==> src/sv/oorq_pkg.sv <==
// Shared constants, command/status structs and record types for the report queue.
`timescale 1ns / 1ps
package oorq_pkg;

	localparam int QUEUE_DEPTH = 32;
	localparam int MAX_PAYLOAD = 31;
	localparam int CHUNK_SLOTS = (MAX_PAYLOAD + 7) / 8;

	localparam int SLOT_W = $clog2(QUEUE_DEPTH);
	localparam int CNT_W  = $clog2(2 * QUEUE_DEPTH);
	localparam int IDX_W  = $clog2(CHUNK_SLOTS + 1);
	localparam int KW     = (CHUNK_SLOTS > 1) ? $clog2(CHUNK_SLOTS) : 1;
	localparam int PAY_AW = $clog2(QUEUE_DEPTH * CHUNK_SLOTS);
	localparam int ROOM_W = $clog2(CHUNK_SLOTS * 8 + 8);
	localparam int SIZE_W = 5;

	localparam logic       CMD_PUSH        = 1'b0;
	localparam logic       CMD_POP         = 1'b1;
	localparam logic [7:0] RSSI_UNMEASURED = 8'h7F;

	typedef enum logic [2:0] {
		ST_IDLE  = 3'b001,
		ST_FETCH = 3'b010,
		ST_SEND  = 3'b100
	} state_t;

	typedef struct packed {
		logic push_en;
		logic pop_start;
		logic load_empty;
		logic load_out;
		logic next_word;
	} dp_cmd_t;

	typedef struct packed {
		logic empty;
		logic out_last;
	} dp_sts_t;

	typedef struct packed {
		logic [47:0]       addr;
		logic              rssi_valid;
		logic [7:0]        rssi;
		logic [SIZE_W-1:0] size;
		logic [31:0]       time_ms;
	} meta_t;

	typedef struct packed {
		logic              any;
		logic [47:0]       addr;
		logic              rssi_valid;
		logic [7:0]        rssi;
		logic [SIZE_W-1:0] size;
		logic [31:0]       time_ms;
		logic [63:0]       chunk;
		logic              last;
		logic [31:0]       missed;
	} result_t;

endpackage

==> src/sv/oorq_ctrl.sv <==
// Controller state machine: sequences pushes and the word-by-word readout of a pop.
`timescale 1ns / 1ps
module oorq_ctrl
	import oorq_pkg::*;
(
	input  logic    clk,
	input  logic    arst_n,
	input  logic    in_valid,
	input  logic    in_cmd,
	output logic    in_ready,
	input  logic    out_ready,
	output logic    out_valid,
	input  dp_sts_t sts,
	output dp_cmd_t cmd
);

	state_t st_q, st_nxt;

	always_ff @(posedge clk or negedge arst_n) begin
		if (!arst_n) begin
			st_q <= ST_IDLE;
		end else begin
			st_q <= st_nxt;
		end
	end

	always_comb begin
		cmd       = '0;
		st_nxt    = st_q;
		in_ready  = (st_q == ST_IDLE);
		out_valid = (st_q == ST_SEND);
		case (st_q)
			ST_IDLE: begin
				if (in_valid) begin
					if (in_cmd == CMD_PUSH) begin
						cmd.push_en = 1'b1;
					end else if (sts.empty) begin
						cmd.load_empty = 1'b1;
						st_nxt         = ST_SEND;
					end else begin
						cmd.pop_start = 1'b1;
						st_nxt        = ST_FETCH;
					end
				end
			end
			ST_FETCH: begin
				// memory read data is valid now
				cmd.load_out = 1'b1;
				st_nxt       = ST_SEND;
			end
			ST_SEND: begin
				if (out_ready) begin
					if (sts.out_last) begin
						st_nxt = ST_IDLE;
					end else begin
						cmd.next_word = 1'b1;
						st_nxt        = ST_FETCH;
					end
				end
			end
			default: st_nxt = ST_IDLE;
		endcase
	end

endmodule

==> config.mk <==
export PLATFORM = sky130hd
export DESIGN_NAME = oorq_ctrl
export DESIGN_NICKNAME = d
export VERILOG_FILES = /design/src/sv/oorq_pkg.sv /design/src/sv/oorq_ctrl.sv
export SDC_FILE = /design/constraint.sdc
export NUM_CORES = 1
export LEC_CHECK = 0
export BUFFER_PORTS_ARGS = -buffer_cell sky130_fd_sc_hd__buf_4
export CAP_MARGIN = 20
export CORE_AREA = 4 4 41 43
export CTS_BUF_LIST = sky130_fd_sc_hd__clkbuf_8
export DETAILED_ROUTE_END_ITERATION = 7
export DIE_AREA = 0 0 45 47
export RECOVER_POWER = 100
export SKIP_LAST_GASP = 1
export SYNTH_ARGS = -nofsm -noshare
export SYNTH_HDL_FRONTEND = slang
export SYNTH_SLANG_ARGS = --single-unit
==> constraint.sdc <==
create_clock -name clk -period 1.3 [get_ports clk]
set_clock_uncertainty 0.2 [all_clocks]
set_input_delay 0.065 -clock clk [delete_from_list [all_inputs] [get_ports clk]]
set_output_delay 0.065 -clock clk [all_outputs]
set_load 0.02 [all_outputs]
**Word-level counts from Yosys, hierarchy flattened**

Index checks and enable logic that the tools add are counted.
Widths: inputs -> output; s select.

- Equal/unequal tests: 6
- Mux-type cells: 16
- Reduce and logical (&&, ||, !) cells: 1

Operator list:

| kind | count |
|---|---|
| $mux 3 | 6 |
| $pmux 3 s3 | 1 |
| $mux 1 | 7 |
| $ne 2x2->1 const B | 3 |
| $mux 2 | 2 |
| $eq 3x1->1 const B | 1 |
| $eq 3x2->1 const B | 1 |
| $eq 3x3->1 const B | 1 |
| $reduce_and 3->1 | 1 |

- Bits in registers: 3
- Input port bits: 7
- Output and inout bits: 7
- Logic and storage cells: 24

**Depth between registers and ports, before layout**

- Depth after elaboration: 4
- Depth in mapped cells: 4
- Mapped depth without buffers: 4

**Worst setup path after synthesis**

OpenSTA, ideal clock, no wires.

- Kind: register to output
- Start point: register st_q[0]
- End point: output port cmd[3] (netlist bit)
- Arrival: 1.310 ns
- Path slack: -0.275 ns
- Cell stages (with the launch flop): 4
- Path through: dfstp_2 nor3b_4 nand3_1 nor2_1

RTL lines:

| item | RTL line | RTL |
|---|---|---|
| from (decl) | oorq_ctrl.sv:17 | `state_t st_q, st_nxt;` |
| from (signal assigned) | oorq_ctrl.sv:23 | `st_q <= st_nxt;` |
| to (decl) | oorq_ctrl.sv:14 | `output dp_cmd_t cmd` |

==> flow_summary.rst <==
.. list-table::
   :header-rows: 1

   * - Metric
     - Value
   * - Count of placed standard cells including taps
     - 54
   * - Worst slack after detailed placement
     - -0.121 ns
   * - Fraction of final layout cells sized beyond drive strength 1
     - 0.692
   * - Number of flops mapped to enable cells by yosys
     - 0
   * - Outcome
     - finished with violations
   * - Final routed wirelength across all metal layers
     - 700 µm
   * - RSZ-0062 raised after global routing
     - true
   * - Actual slew at the worst max-slew pin
     - 0.363 ns
   * - DIE AREA
     - 2120 µm²
   * - Failing checks
     - setup timing
   * - Routed Antenna Nets
     - 0
   * - FMAX
     - 0.613 GHz
   * - Async S/R FF share, synth
     - 1.00
   * - Largest driver fanout on the critical path
     - 4
   * - Clock tree from TritonCTS
     - built
   * - Maximum capacitance violations
     - 0
   * - Synthesized cell area
     - 201 µm²
   * - Critical Path, Cell by Cell
     - nor3b_4 -> and4_4 -> buf_6
   * - Critical Path Slowest Stage Cell
     - dfstp_2
   * - Number of global-route vias before repair
     - 283
   * - Endpoints failing hold
     - 0
   * - Placement Cell Area
     - 363 µm²
   * - Data required, critical path
     - 1.03 ns
   * - Worst setup margin
     - -0.330 ns
   * - Number of placed I/O pins
     - 14
   * - Peak ir drop on the vdd network
     - 0.475 mV
   * - Critical Path AT
     - 1.37 ns
   * - Count of placed standard cells in the final layout, fillers left out
     - 67
   * - Max FFs per register
     - 3
   * - Worst-case headroom to the max-slew limit
     - 0.756
   * - Relative area change from synthesis to final layout
     - 162%
   * - Worst Hold Class
     - input port to flip-flop
   * - Detailed placement HPWL
     - 444 µm
   * - Number of H-tree levels
     - 1
   * - Area inside the core boundary
     - 1300 µm²
   * - Reg clk slew, reported paths
     - 0.03 ns
   * - Mapped Cells
     - 21
   * - Met3 WL post-DR
     - 55 µm
   * - Count of endpoints failing setup in the final report
     - 9
   * - Sequential area share after synthesis
     - 0.379
   * - Total number of yosys warnings
     - 0
   * - Final weighted congestion in routability-driven placement
     - 0.704
   * - Root buffer cell
     - clkbuf_8
   * - WS Path Type
     - flip-flop to output pin
   * - Final max-slew violation count
     - 0
   * - Largest reg by FF count
     - st_q
   * - Site Rows
     - 13
   * - Main flop type after synthesis
     - dfrtp_1
   * - Ratio of routed vias to standard cells
     - 4.18
   * - Post-route fraction of the period consumed by the critical path
     - 1.25
   * - Type of destination of the critical path
     - output pin
   * - Die boundary height
     - 47 µm
   * - Crit path launch type
     - flip-flop
   * - Global router's overall resource usage
     - 0.0847
   * - Average detailed-routed wire length per instance
     - 10.4 µm
   * - Core utilization of the finished layout
     - 0.406
   * - Iteration-0 DRC count of the detailed router
     - 2
   * - Post-Syn Area per Cell
     - 9.59 µm²
   * - Final std cell area, no fill
     - 528 µm²
   * - Power density relative to cell area
     - 1010 nW/µm²
   * - Number of antenna violations at the first check in global routing
     - 0
   * - Flip-flop and latch count after synthesis
     - 3
   * - Met2 WL
     - 341 µm
   * - Number of detailed-route iterations in the first pass
     - 2
   * - Total CTS buffers
     - 3
   * - Largest net degree at the start of global routing
     - 6
   * - Number of nets produced by synthesis
     - 28
   * - Clock period minus final worst setup slack
     - 1.63 ns
   * - Global route total overflow
     - 0
   * - Registers with the highest flip-flop counts
     - st_q (3)
   * - Count of vias placed by the detailed router
     - 280
   * - Maximum count of clock buffers along a single path
     - 2
   * - Count of buffering cells on the critical path with inverters included
     - 1
   * - Clock sink count
     - 3
   * - Latest clock arrival within the worst-skew pair
     - 0.21 ns
   * - Number of diodes added for antenna fixing
     - 0
   * - Initial Util
     - 0.155
   * - Number of nets at the end of the flow
     - 60
   * - Routed met1 length
     - 272 µm
   * - Family with the most delay on the worst path
     - flip-flops
   * - Leakage power summed over all cells
     - 0.258 nW
   * - Setup TNS
     - -2.29 ns
   * - Global-route wire length before repair
     - 1.22 mm
   * - Max Used Layer
     - met4
   * - Slowest cell delay on critical path
     - 0.53 ns
   * - Netlist cell types
     - 16
   * - Quantity of I/O buffers inserted on ports
     - 13
   * - DRC violation count after routing
     - 0
   * - Horiz. Die Dim
     - 45 µm
cell type report:
type	count	area, µm²
Timing Repair Buffer	27	233
Multi-Input combinational cell	15	144
Fill cell	140	773
Sequential cell	3	76.3
Inverter	3	11.3
Clock inverter	1	3.75
Tap cell	15	18.8
Clock buffer	3	41.3
per-stage QoR:
step / power (mW) / hold slack, ns
after floorplan: 0.168 / -0.431
after global placement: 0.230 / -0.343
after detailed placement: 0.230 / -0.344
after CTS: 0.530 / 0.0277
after global routing: 0.568 / 0.0570
final: 0.532 / 0.0291
cells by family after synthesis:
family          count (synthesis)  share of synthesized area
buf+inv                         3                     0.0559
compound gates                  5                      0.193
flops                           3                      0.379
simple gates                   10                      0.373
placed cells by master, fill, tap and decap left out:
| master | n |
|---|---|
| dlygate4sd3_1 | 6 |
| clkbuf_1 | 1 |
| nand4b_1 | 1 |
| nor3_1 | 1 |
| o32ai_2 | 1 |
| inv_2 | 1 |
| buf_4 | 15 |
| and3b_2 | 1 |
| and4_4 | 1 |
| dfrtp_1 | 2 |
| buf_6 | 5 |
| dfstp_2 | 1 |
| nand3_2 | 1 |
| inv_1 | 3 |
| nand2_2 | 1 |
| a21oi_1 | 1 |
| o21ai_0 | 1 |
| clkbuf_8 | 3 |
| nor2_2 | 1 |
| nor3b_4 | 1 |
| nor2_4 | 1 |
| a21bo_2 | 1 |
| a211o_2 | 1 |
| nor3_2 | 1 |
where the power goes:
group | switching, mW | internal (mW)
clock | 0.0569 | 0.201
sequential | 0.00972 | 0.104
combinational | 0.0642 | 0.0964
total | 0.131 | 0.401
cells in the mapped netlist (all sizes together), types with 2 or more instances:
master | count | share of area
nor3 | 2 | 0.050
nor2 | 2 | 0.037
inv | 3 | 0.056
dfrtp | 2 | 0.25
path summary, 6_finish.rpt:
| path | startpoint | to | slack [ns] | depth (start not counted) |
|---|---|---|---|---|
| worst max-delay path | st_q[0] | cmd[2] | -0.33 | 3 |
| max in group asynchronous | arst_n | st_q[1] | 0.24 | 3 |
| worst min-delay path | out_ready | st_q[1] | 0.03 | 3 |
| worst max register to register | st_q[0] | st_q[2] | -0.20 | 6 |
| worst min register to register | st_q[1] | st_q[0] | 0.50 | 3 |
| min in group asynchronous | arst_n | st_q[0] | 0.13 | 2 |
routing by layer:
layer / vias up / GRT usage
met5: - / 0
met4: 0 / 0.0877
met3: 4 / 0.0268
met2: 10 / 0.121
met1: 124 / 0.0961
li1: 142 / -
timing repair:
item	CTS	global route
gates resized for setup	5	6
setup buffers	3	1
pin swaps	1	0
setup endpoints to repair	9	9
endpoints found under the hold margin	5	0
hold buffers	6	0
worst min-delay path, cell delays in order:
cell and delay (ns):
buf_4 0.11, inv_1 0.11, o32ai_2 0.10
(Power assumes the default switching activity.)
